[config.mk]
export PLATFORM = sky130hd
export DESIGN_NAME = quadratic_root_finder
export DESIGN_NICKNAME = d
export VERILOG_FILES = /design/src/design/qrf_pkg.sv /design/src/design/quadratic_root_finder.sv /design/src/design/qrf_alu.sv
export SDC_FILE = /design/constraint.sdc
export NUM_CORES = 2
export LEC_CHECK = 0
export BUFFER_PORTS_ARGS = -buffer_cell sky130_fd_sc_hd__buf_2
export CAP_MARGIN = 20
export CORE_MARGIN = 5
export CORE_UTILIZATION = 40
export CTS_CLUSTER_DIAMETER = 200
export DETAILED_ROUTE_END_ITERATION = 6
export HOLD_SLACK_MARGIN = 0.03
export SLEW_MARGIN = 20
export SYNTH_ARGS = -nofsm -noshare
export SYNTH_HDL_FRONTEND = slang
export SYNTH_SLANG_ARGS = --single-unit
[constraint.sdc]
create_clock -name clk -period 21.9 [get_ports clk]
set_clock_uncertainty 0.2 [all_clocks]
set_input_delay 2.19 -clock clk [delete_from_list [all_inputs] [get_ports clk]]
set_output_delay 2.19 -clock clk [all_outputs]
set_load 0.005 [all_outputs]
[src/design/qrf_pkg.sv]
// Package with the types and codes of the quadratic root finder.
package qrf_pkg;
  typedef enum logic [1:0] {
    MODE_NEWTON = 2'd0,
    MODE_SECANT = 2'd1,
    MODE_BISECT = 2'd2,
    MODE_FALSE  = 2'd3
  } mode_t;
  typedef enum logic [1:0] {
    ST_CONVERGED = 2'd0,
    ST_NO_CONV   = 2'd1,
    ST_DIV_ZERO  = 2'd2
  } status_t;
  typedef enum logic {
    REG_PRECISION = 1'b0,
    REG_MAX_ITER  = 1'b1
  } reg_idx_t;
  typedef enum logic [1:0] {
    ALU_MUL = 2'd0,
    ALU_DIV = 2'd1
  } alu_op_t;
  typedef enum logic [4:0] {
    S_IDLE, S_LOOP, S_F_AX, S_F_AXX, S_F_BX, S_F_SUM,
    S_N_D, S_N_DIV, S_N_STEP,
    S_S_MUL, S_S_DIV, S_S_STEP,
    S_P_M1, S_P_M2, S_P_DIV, S_B_EVAL, S_B_TEST,
    S_DONE
  } state_t;
endpackage

[src/design/quadratic_root_finder.sv]
// Top level of the iterative quadratic root finder.
// Each iteration runs its multiply and, where its mode needs them, divide passes one at a
// time on the shared ALU; the result strobe is raised from S_DONE after the last iteration.
// Throughput: one request at a time; busy stays high until the result strobe, which the
// receiver cannot stall. Reset: synchronous active-low; precision 1, max_iterations 100.
module quadratic_root_finder #(
  parameter int WORD_BITS = 32,
  parameter int FRAC_BITS = 16
) (
  input  logic               clk,
  input  logic               rst_n,
  input  logic               start,
  output logic               busy,
  input  logic [1:0]         in_mode,
  input  logic signed [31:0] in_coef_a,
  input  logic signed [31:0] in_coef_b,
  input  logic signed [31:0] in_coef_c,
  input  logic signed [31:0] in_guess_first,
  input  logic signed [31:0] in_guess_second,
  output logic               out_valid,
  output logic signed [31:0] out_root,
  output logic [1:0]         out_status,
  output logic [7:0]         out_iterations_left,
  input  logic               cfg_valid,
  output logic               cfg_ready,
  input  logic [0:0]         cfg_index,
  input  logic [15:0]        cfg_data
);
  import qrf_pkg::*;
  localparam int W = WORD_BITS;
  localparam logic signed [W-1:0] WMAX = {1'b0, {(W-1){1'b1}}};
  localparam logic signed [W-1:0] WMIN = {1'b1, {(W-1){1'b0}}};

  function automatic logic signed [W-1:0] sadd(input logic signed [W-1:0] p,
                                                input logic signed [W-1:0] q);
    logic signed [W:0] s;
    s = {p[W-1], p} + {q[W-1], q};
    if (s[W] != s[W-1]) return s[W] ? WMIN : WMAX;
    return s[W-1:0];
  endfunction
  function automatic logic signed [W-1:0] ssub(input logic signed [W-1:0] p,
                                                input logic signed [W-1:0] q);
    logic signed [W:0] s;
    s = {p[W-1], p} - {q[W-1], q};
    if (s[W] != s[W-1]) return s[W] ? WMIN : WMAX;
    return s[W-1:0];
  endfunction
  function automatic logic signed [W-1:0] load(input logic signed [31:0] v);
    logic signed [63:0] e;
    e = 64'(v);
    if (e > 64'(WMAX)) return WMAX;
    if (e < 64'(WMIN)) return WMIN;
    return W'(e);
  endfunction
  function automatic logic signed [31:0] clip32(input logic signed [W-1:0] v);
    logic signed [63:0] e;
    e = 64'(v);
    if (e > 64'sd2147483647) return 32'sh7fffffff;
    if (e < -64'sd2147483648) return 32'sh80000000;
    return 32'(e);
  endfunction

  logic [15:0] prec_r;
  logic [7:0]  maxit_r;
  state_t state_r, state_nxt;
  mode_t  mode_r, mode_nxt;
  logic signed [W-1:0] a_r, b_r, c_r, x1_r, x2_r, x3_r, f1_r, f2_r, f3_r;
  logic signed [W-1:0] a_nxt, b_nxt, c_nxt, x1_nxt, x2_nxt, x3_nxt;
  logic signed [W-1:0] f1_nxt, f2_nxt, f3_nxt;
  logic signed [W-1:0] t_r, t_nxt, u_r, u_nxt, fx_r, fx_nxt, fres_r, fres_nxt;
  logic [1:0] fsel_r, fsel_nxt;
  logic [7:0] it_r, it_nxt;
  logic       ovalid_r, ovalid_nxt;
  logic signed [31:0] oroot_r, oroot_nxt;
  logic [1:0] ostat_r, ostat_nxt;
  logic [7:0] oleft_r, oleft_nxt;
  logic       pend_r, pend_nxt;

  logic alu_go, alu_done;
  alu_op_t alu_op;
  logic signed [W-1:0] alu_a, alu_b, alu_res;
  logic signed [W-1:0] mid, stp, dd, fsum;
  logic [W-1:0] sm;

  qrf_alu #(.WORD_BITS(W), .FRAC_BITS(FRAC_BITS)) u_alu (
    .clk(clk), .rst_n(rst_n), .go(alu_go), .op(alu_op), .opa(alu_a), .opb(alu_b),
    .done(alu_done), .res(alu_res)
  );

  assign cfg_ready = 1'b1;
  always_ff @(posedge clk) begin
    if (!rst_n) begin
      prec_r  <= 16'd1;
      maxit_r <= 8'd100;
    end else if (cfg_valid) begin
      unique case (reg_idx_t'(cfg_index))
        REG_PRECISION: prec_r  <= cfg_data;
        REG_MAX_ITER:  maxit_r <= cfg_data[7:0];
        default: ;
      endcase
    end
  end

  assign mid = W'(({x1_r[W-1], x1_r} + {x2_r[W-1], x2_r}) >>> 1);

  always_comb begin
    state_nxt = state_r; mode_nxt = mode_r;
    a_nxt = a_r; b_nxt = b_r; c_nxt = c_r;
    x1_nxt = x1_r; x2_nxt = x2_r; x3_nxt = x3_r;
    f1_nxt = f1_r; f2_nxt = f2_r; f3_nxt = f3_r;
    t_nxt = t_r; u_nxt = u_r; fx_nxt = fx_r; fres_nxt = fres_r; fsel_nxt = fsel_r;
    it_nxt = it_r; ovalid_nxt = 1'b0; oroot_nxt = oroot_r; ostat_nxt = ostat_r;
    oleft_nxt = oleft_r; pend_nxt = 1'b0;
    alu_go = 1'b0; alu_op = ALU_MUL; alu_a = '0; alu_b = '0;
    stp = '0; sm = '0; dd = '0; fsum = '0;
    unique case (state_r)
      S_IDLE: begin
        if (start) begin
          mode_nxt = mode_t'(in_mode);
          a_nxt = load(in_coef_a); b_nxt = load(in_coef_b); c_nxt = load(in_coef_c);
          x1_nxt = load(in_guess_first); x2_nxt = load(in_guess_second);
          it_nxt = maxit_r;
          state_nxt = S_LOOP;
        end
      end
      S_LOOP: begin
        if (it_r == 8'd0) begin
          ostat_nxt = ST_NO_CONV; oroot_nxt = '0; oleft_nxt = '0;
          state_nxt = S_DONE;
        end else begin
          fx_nxt = x1_r; fsel_nxt = 2'd1;
          state_nxt = S_F_AX; pend_nxt = 1'b1;
        end
      end
      S_F_AX: begin
        alu_go = pend_r; alu_a = a_r; alu_b = fx_r;
        if (alu_done) begin
          u_nxt = alu_res; state_nxt = S_F_AXX; pend_nxt = 1'b1;
        end
      end
      S_F_AXX: begin
        alu_go = pend_r; alu_a = u_r; alu_b = fx_r;
        if (alu_done) begin
          fres_nxt = alu_res; state_nxt = S_F_BX; pend_nxt = 1'b1;
        end
      end
      S_F_BX: begin
        alu_go = pend_r; alu_a = b_r; alu_b = fx_r;
        if (alu_done) begin
          fres_nxt = sadd(fres_r, alu_res); state_nxt = S_F_SUM;
        end
      end
      S_F_SUM: begin
        fsum = sadd(fres_r, c_r);
        pend_nxt = 1'b1;
        if (fsel_r == 2'd1) begin
          f1_nxt = fsum;
          if (mode_r == MODE_NEWTON) begin
            t_nxt = u_r; state_nxt = S_N_D;
          end else begin
            fx_nxt = x2_r; fsel_nxt = 2'd2; state_nxt = S_F_AX;
          end
        end else if (fsel_r == 2'd2) begin
          f2_nxt = fsum;
          if (mode_r == MODE_BISECT) begin
            x3_nxt = mid; fx_nxt = mid; fsel_nxt = 2'd3; state_nxt = S_F_AX;
          end else if (fsum == f1_r) begin
            ostat_nxt = ST_DIV_ZERO; oroot_nxt = '0; oleft_nxt = '0; state_nxt = S_DONE;
          end else if (mode_r == MODE_SECANT) begin
            state_nxt = S_S_MUL;
          end else begin
            state_nxt = S_P_M1;
          end
        end else begin
          f3_nxt = fsum; state_nxt = S_B_TEST;
        end
      end
      S_N_D: begin
        dd = sadd(sadd(t_r, t_r), b_r);
        if (dd == '0) begin
          ostat_nxt = ST_DIV_ZERO; oroot_nxt = '0; oleft_nxt = '0; state_nxt = S_DONE;
        end else begin
          t_nxt = dd; state_nxt = S_N_DIV; pend_nxt = 1'b1;
        end
      end
      S_N_DIV: begin
        alu_go = pend_r; alu_op = ALU_DIV; alu_a = f1_r; alu_b = t_r;
        if (alu_done) begin
          x3_nxt = ssub(x1_r, alu_res); state_nxt = S_N_STEP;
        end
      end
      S_N_STEP, S_S_STEP: begin
        stp = ssub(x3_r, (state_r == S_N_STEP) ? x1_r : x2_r);
        sm = stp[W-1] ? W'(-stp) : W'(stp);
        if (sm < W'(prec_r)) begin
          ostat_nxt = ST_CONVERGED; oleft_nxt = it_r;
          oroot_nxt = clip32(x3_r); state_nxt = S_DONE;
        end else begin
          if (state_r == S_N_STEP) x1_nxt = x3_r;
          else begin
            x1_nxt = x2_r; x2_nxt = x3_r;
          end
          it_nxt = it_r - 8'd1; state_nxt = S_LOOP;
        end
      end
      S_S_MUL: begin
        alu_go = pend_r; alu_a = f2_r; alu_b = ssub(x2_r, x1_r);
        if (alu_done) begin
          u_nxt = alu_res; state_nxt = S_S_DIV; pend_nxt = 1'b1;
        end
      end
      S_S_DIV: begin
        alu_go = pend_r; alu_op = ALU_DIV; alu_a = u_r; alu_b = ssub(f2_r, f1_r);
        if (alu_done) begin
          x3_nxt = ssub(x2_r, alu_res); state_nxt = S_S_STEP;
        end
      end
      S_P_M1: begin
        alu_go = pend_r; alu_a = x1_r; alu_b = f2_r;
        if (alu_done) begin
          u_nxt = alu_res; state_nxt = S_P_M2; pend_nxt = 1'b1;
        end
      end
      S_P_M2: begin
        alu_go = pend_r; alu_a = x2_r; alu_b = f1_r;
        if (alu_done) begin
          u_nxt = ssub(u_r, alu_res); state_nxt = S_P_DIV; pend_nxt = 1'b1;
        end
      end
      S_P_DIV: begin
        alu_go = pend_r; alu_op = ALU_DIV; alu_a = u_r; alu_b = ssub(f2_r, f1_r);
        if (alu_done) begin
          x3_nxt = alu_res; fx_nxt = alu_res; fsel_nxt = 2'd3;
          state_nxt = S_F_AX; pend_nxt = 1'b1;
        end
      end
      S_B_EVAL: state_nxt = S_B_TEST;
      S_B_TEST: begin
        stp = ssub(x3_r, x2_r);
        sm = stp[W-1] ? W'(-stp) : W'(stp);
        if (f3_r == '0 || sm < W'(prec_r)) begin
          ostat_nxt = ST_CONVERGED; oleft_nxt = it_r; state_nxt = S_DONE;
          oroot_nxt = clip32(x3_r);
        end else begin
          if ((f1_r < 0 && f3_r > 0) || (f1_r > 0 && f3_r < 0)) x2_nxt = x3_r;
          else x1_nxt = x3_r;
          it_nxt = it_r - 8'd1; state_nxt = S_LOOP;
        end
      end
      S_DONE: begin
        ovalid_nxt = 1'b1; state_nxt = S_IDLE;
      end
      default: state_nxt = S_IDLE;
    endcase
  end

  always_ff @(posedge clk) begin
    if (!rst_n) begin
      state_r  <= S_IDLE;
      ovalid_r <= 1'b0;
      pend_r   <= 1'b0;
    end else begin
      state_r  <= state_nxt;
      ovalid_r <= ovalid_nxt;
      pend_r   <= pend_nxt;
    end
    mode_r <= mode_nxt;
    a_r <= a_nxt; b_r <= b_nxt; c_r <= c_nxt;
    x1_r <= x1_nxt; x2_r <= x2_nxt; x3_r <= x3_nxt;
    f1_r <= f1_nxt; f2_r <= f2_nxt; f3_r <= f3_nxt;
    t_r <= t_nxt; u_r <= u_nxt; fx_r <= fx_nxt; fres_r <= fres_nxt; fsel_r <= fsel_nxt;
    it_r <= it_nxt; oroot_r <= oroot_nxt; ostat_r <= ostat_nxt; oleft_r <= oleft_nxt;
  end

  assign busy = (state_r != S_IDLE);
  assign out_valid = ovalid_r;
  assign out_root = oroot_r;
  assign out_status = ostat_r;
  assign out_iterations_left = oleft_r;
endmodule

[src/design/qrf_alu.sv]
// Shared multi-cycle fixed-point multiplier and divider with saturation.
module qrf_alu #(
  parameter int WORD_BITS = 32,
  parameter int FRAC_BITS = 16
) (
  input  logic                        clk,
  input  logic                        rst_n,
  input  logic                        go,
  input  qrf_pkg::alu_op_t            op,
  input  logic signed [WORD_BITS-1:0] opa,
  input  logic signed [WORD_BITS-1:0] opb,
  output logic                        done,
  output logic signed [WORD_BITS-1:0] res
);
  import qrf_pkg::*;
  localparam int W2 = 2 * WORD_BITS;
  localparam int CW = $clog2(W2 + 1);
  localparam logic [W2-1:0] MAXM = W2'({1'b0, {(WORD_BITS-1){1'b1}}});

  logic              busy_r, busy_nxt;
  alu_op_t           op_r, op_nxt;
  logic              neg_r, neg_nxt;
  logic [CW-1:0]     cnt_r, cnt_nxt;
  logic [W2-1:0]     acc_r, acc_nxt;
  logic [W2-1:0]     sh_r, sh_nxt;
  logic [WORD_BITS-1:0] b_r, b_nxt;
  logic [WORD_BITS:0]   rem_r, rem_nxt;
  logic              done_r, done_nxt;
  logic signed [WORD_BITS-1:0] res_r, res_nxt;

  logic [WORD_BITS-1:0] ma, mb;
  logic [W2-1:0]        mag, shifted;
  logic [WORD_BITS:0]   rtry;

  assign ma = opa[WORD_BITS-1] ? WORD_BITS'(-opa) : WORD_BITS'(opa);
  assign mb = opb[WORD_BITS-1] ? WORD_BITS'(-opb) : WORD_BITS'(opb);

  always_comb begin
    busy_nxt = busy_r;
    op_nxt   = op_r;
    neg_nxt  = neg_r;
    cnt_nxt  = cnt_r;
    acc_nxt  = acc_r;
    sh_nxt   = sh_r;
    b_nxt    = b_r;
    rem_nxt  = rem_r;
    done_nxt = 1'b0;
    res_nxt  = res_r;
    mag      = '0;
    shifted  = '0;
    rtry     = '0;
    if (!busy_r) begin
      if (go) begin
        busy_nxt = 1'b1;
        op_nxt   = op;
        neg_nxt  = opa[WORD_BITS-1] ^ opb[WORD_BITS-1];
        cnt_nxt  = CW'(W2);
        acc_nxt  = '0;
        rem_nxt  = '0;
        b_nxt    = mb;
        if (op == ALU_MUL) begin
          sh_nxt  = W2'(ma);
          cnt_nxt = CW'(WORD_BITS);
        end else begin
          sh_nxt = W2'(ma) << FRAC_BITS;
        end
      end
    end else if (op_r == ALU_MUL) begin
      if (b_r[0]) acc_nxt = acc_r + sh_r;
      sh_nxt  = sh_r << 1;
      b_nxt   = b_r >> 1;
      cnt_nxt = cnt_r - 1'b1;
    end else begin
      rtry    = {rem_r[WORD_BITS-1:0], sh_r[W2-1]};
      sh_nxt  = sh_r << 1;
      cnt_nxt = cnt_r - 1'b1;
      if (rtry >= {1'b0, b_r}) begin
        rem_nxt = rtry - {1'b0, b_r};
        acc_nxt = {acc_r[W2-2:0], 1'b1};
      end else begin
        rem_nxt = rtry;
        acc_nxt = {acc_r[W2-2:0], 1'b0};
      end
    end
    if (busy_r && cnt_r == CW'(1)) begin
      busy_nxt = 1'b0;
      done_nxt = 1'b1;
      if (op_r == ALU_MUL) begin
        shifted = (b_r[0] ? acc_r + sh_r : acc_r) >> FRAC_BITS;
        mag     = shifted;
      end else begin
        mag = acc_nxt;
      end
      if (!neg_r) res_nxt = (mag > MAXM) ? WORD_BITS'(MAXM) : WORD_BITS'(mag);
      else res_nxt = (mag > MAXM) ? WORD_BITS'(~MAXM) : WORD_BITS'(-mag);
      if (op_r == ALU_DIV && b_r == '0) res_nxt = '0;
    end
  end

  always_ff @(posedge clk) begin
    if (!rst_n) begin
      busy_r <= 1'b0;
      done_r <= 1'b0;
    end else begin
      busy_r <= busy_nxt;
      done_r <= done_nxt;
    end
    op_r  <= op_nxt;
    neg_r <= neg_nxt;
    cnt_r <= cnt_nxt;
    acc_r <= acc_nxt;
    sh_r  <= sh_nxt;
    b_r   <= b_nxt;
    rem_r <= rem_nxt;
    res_r <= res_nxt;
  end

  assign done = done_r;
  assign res  = res_r;
endmodule

==> out/summary.log <==
qor: outcome.violated_checks design-rule violations
qor: sta.setup-tns-final 0 ns
qor: sta.clock.fmax 0.0822 GHz
qor: layout.post_route_cells_drive_above_1_share 8.96%
qor: setup_path.cell_occurring_most_often_along_the_worst_timing_path ha_1
qor: synthesis.synth_xor_xnor_area_share 6.11%
qor: setup_path.crit_path_start x2_r[1]
qor: setup_path.slowest_delay 0.80 ns
qor: grt.antenna_found_initial 23
qor: setup_path.critical_path_class reg2reg
qor: setup_path.setup.worst_path.start_class flip-flop
qor: power.switching_power 0.00369 W
qor: routing.routed_via_density 6.50
qor: cts.cts_resized 0
qor: routing.wire_length_on_met3 32400 um
qor: synthesis.synth_compound_gate_area_share 26.6%
qor: place.placedCellCount 9651
qor: synthesis.synth_enable_flop_cells 638
qor: cts.worst_skew_pair.late_latency 0.75 ns
qor: cts.cts_made_buffers 90
qor: routing.dr_total_vias 63855
qor: floorplanning.placementRows 147
qor: sta.hold_viol 0
qor: synthesis.netlist_area 64900 sq um
qor: synthesis.synth_seq_area_share 32.6%
qor: sta.post-route-min-period 12.17 ns
qor: power.power.sequential.fraction 25.9%
qor: routing.totalWireLength 297000 um
qor: setup_path.worst_ep_arrival_time 12.33 ns
qor: sta.transition_time_at_the_pin_with_the_least_slew_margin 1.19 ns
qor: layout.flow.area_growth_from_synthesis 10.2%
qor: setup_path.critical_path.max_fanout 42
qor: synthesis.synth_top_flop_cell edfxtp_1
qor: synthesis.post_synth_and_or_nand_nor_area_fraction 16.9%
qor: sta.grt_setup_unrepaired false
qor: cts.cts_setup_buffers 0
qor: synthesis.synthesized_instance_count 7592
qor: synthesis.synthDistinctLibCells 121
qor: synthesis.post_synth.cell_area_avg 8.55 sq um
qor: synthesis.synth.ff_latch_count 736
qor: setup_path.cp-end-kind flip-flop
qor: power.p_int 0.00435 W
qor: synthesis.synth_top_family_by_area compound AO/OA/AOI/OAI gates
qor: floorplanning.io_pins 228
qor: routing.drt_pre_antenna_iters 7
qor: sta.final-setup-viol-count 0
qor: grt.total_congestion_overflow 0
qor: sta.slew_viol_final 0
qor: synthesis.postSynthNetCount 8288
qor: grt.global_route_wire_length_before_repair 417000 um
qor: worst_hold_path.timing.hold.worst.start prec_r[12]
qor: routing.antenna_left 0
qor: place.dp_hpwl 233000 um
qor: grt.groute.usage.overall 33.3%
qor: power.power_frac_comb 52.3%
qor: power.power.share.switching 45.9%
qor: grt.maximum_number_of_pins_on_one_net_before_global_route_repair 84
qor: synthesis.yosys_warnings 0
qor: floorplanning.core 161000 sq um
qor: floorplanning.fp.dieArea 170000 sq um
qor: cts.cts_hold_repair.buffers 0
qor: grt.number_of_global_route_vias_before_repair 58727
qor: setup_path.required 22.06 ns
qor: floorplanning.die_height 413 um
qor: routing.avgRoutedWirePerCell 30.2 um
qor: power.power.ir.vdd_worst 0.0866 mV
qor: routing.wl_met1 122000 um
qor: routing.drt_first_iter_violations 9066
qor: sta.fin_crit_sh 55.6%
qor: cts.path_clk_slew 0.06 ns
qor: setup_path.critical-path-slowest-cell nor2_1
qor: routing.dr_wl_met2 124000 um
qor: place.gp_congestion 1.04
qor: floorplanning.fp.dieW 413 um
qor: setup_path.rr_startpoint x2_r[1]
qor: cts.clock_tree.root_cell clkbuf_16
qor: routing.drt_drc 57
qor: worst_hold_path.hold_path_class reg2reg
qor: synthesis.post_synth_fa_ha_maj_area_fraction 10.9%
qor: cts.clock_sinks 736
qor: setup_path.worst_case_register_to_register_setup_slack 9.73 ns
qor: cts.clock_tree.htree_level_count 3
qor: place.buffer_ports.inserted 226
qor: layout.most_common_cell_after_layout_fill_and_taps_aside edfxtp_1
qor: sta.worst_slew_margin_rel 20.3%
qor: cts.cts_max_path_buffers 3
qor: flow_run.max_cap_viol 0
qor: power.power.leakage 28.8 nW
qor: power.clock_power_share 21.8%
qor: cts.cts_tree yes
qor: layout.fin_nets 8280
qor: synthesis.fraction_of_synthesis_flops_using_an_asynchronous_set_or_reset_pin 0%
qor: layout.layout_common_cells edfxtp_1, nand2_1, a21oi_1
qor: synthesis.post_synth_mux_area_share 1.66%
qor: floorplanning.floorplan.initialDensity 40.3%
qor: routing.highest-signal-layer met5
qor: outcome.run_status finished with violations
qor: power.cell_pwr_density 112 nW/um^2
qor: layout.stdcell_count 9827
[sequential cells by signal, summed over array words and instances (netlist names), 16 cells and up]
signal	cells
u_alu.acc_r	64
u_alu.sh_r	64
a_r	32
b_r	32
c_r	32
f1_r	32
f2_r	32
f3_r	32
fres_r	32
fx_r	32
out_root	32
t_r	32
u_alu.b_r	32
u_alu.rem_r	32
u_alu.res	32
u_r	32
x1_r	32
x2_r	32
x3_r	32
prec_r	16
[kinds of logic after synthesis]
group	count (synthesis)
xor gates and xnor gates	452
and+or+nand+nor	2261
buffers and inverters	876
other	1
muxes	105
adders and majority gates	567
DFF	736
AOI/OAI and AO/OA	2594
[path summary, 6_finish.rpt]
check,to,cells past startpoint
worst max-delay path,out_root[10],42
worst max register to register,out_root[10],42
worst min-delay path,prec_r[12],2
worst min register to register,prec_r[12],2
[worst max-delay path, delay by kind of cell (launching register included)]
| family | cells | cell delay (ns) |
|---|---|---|
| AO/OA/AOI/OAI | 18 | 5.21 |
| AND/OR/NAND/NOR | 15 | 2.76 |
| buffers and inverters | 4 | 1.48 |
| adder cells (fa/ha/maj) | 4 | 1.25 |
| flip-flops | 1 | 0.68 |
| XOR/XNOR | 1 | 0.17 |
[power by group through the flow]
| stage | logic [W] | registers (W) | clock network [W] |
|---|---|---|---|
| floorplan | 0.00290 | 0.00195 | 0 |
| detailed placement | 0.00406 | 0.00209 | 0 |
| global route | 0.00452 | 0.00209 | 0.00182 |
| CTS | 0.00409 | 0.00207 | 0.00177 |
| global placement | 0.00405 | 0.00210 | 0 |
| finish | 0.00420 | 0.00208 | 0.00175 |
[Yosys cell counts (93+ instances only)]
master	n	share of area, %
and2_1	98	0.94
nand3_1	148	1.1
inv_1	417	2.4
clkbuf_1	401	2.3
edfxtp_1	638	30
a22oi_1	143	1.7
nor2_1	577	3.3
o21ai_0	540	4.2
a21o_1	281	3.3
a21oi_1	625	4.8
dfxtp_1	98	3.0
xnor2_1	294	4.0
ha_1	500	9.6
nor3_1	179	1.4
and3_1	108	1.0
nand2_1	635	3.7
nor2b_1	93	0.90
xor2_1	157	2.1
[routing by layer]
layer | track usage [%] | vias up
li1 | - | 28413
met1 | 45.0 | 30939
met2 | 49.9 | 3718
met3 | 8.09 | 771
met4 | 16.4 | 14
met5 | 0 | -
[through the flow]
step	hold slack, ns	instance area, sq um	utilization [%]	setup WS, ns	total power [W]
after CTS	0.259	71500	44.4	9.91	0.00793
after detailed placement	0.249	68100	42.3	9.98	0.00615
after global routing	0.282	71500	44.4	9.05	0.00843
after floorplan	0.236	64900	-	11.25	0.00485
after global placement	0.244	68100	42.3	10.14	0.00615
final	0.259	71500	44.4	9.73	0.00803
[final cells by class]
cell class	instances	area [sq um]
multi-input cells	5980	40600
clock inverters	60	998
flip-flops and latches	736	21100
well taps	2160	2700
clock buffers	107	2400
diodes	8	20.0
inverters	419	1580
fillers	15874	89400
repair buffers	357	2130
Note: power is estimated with default switching activity, not from simulation.
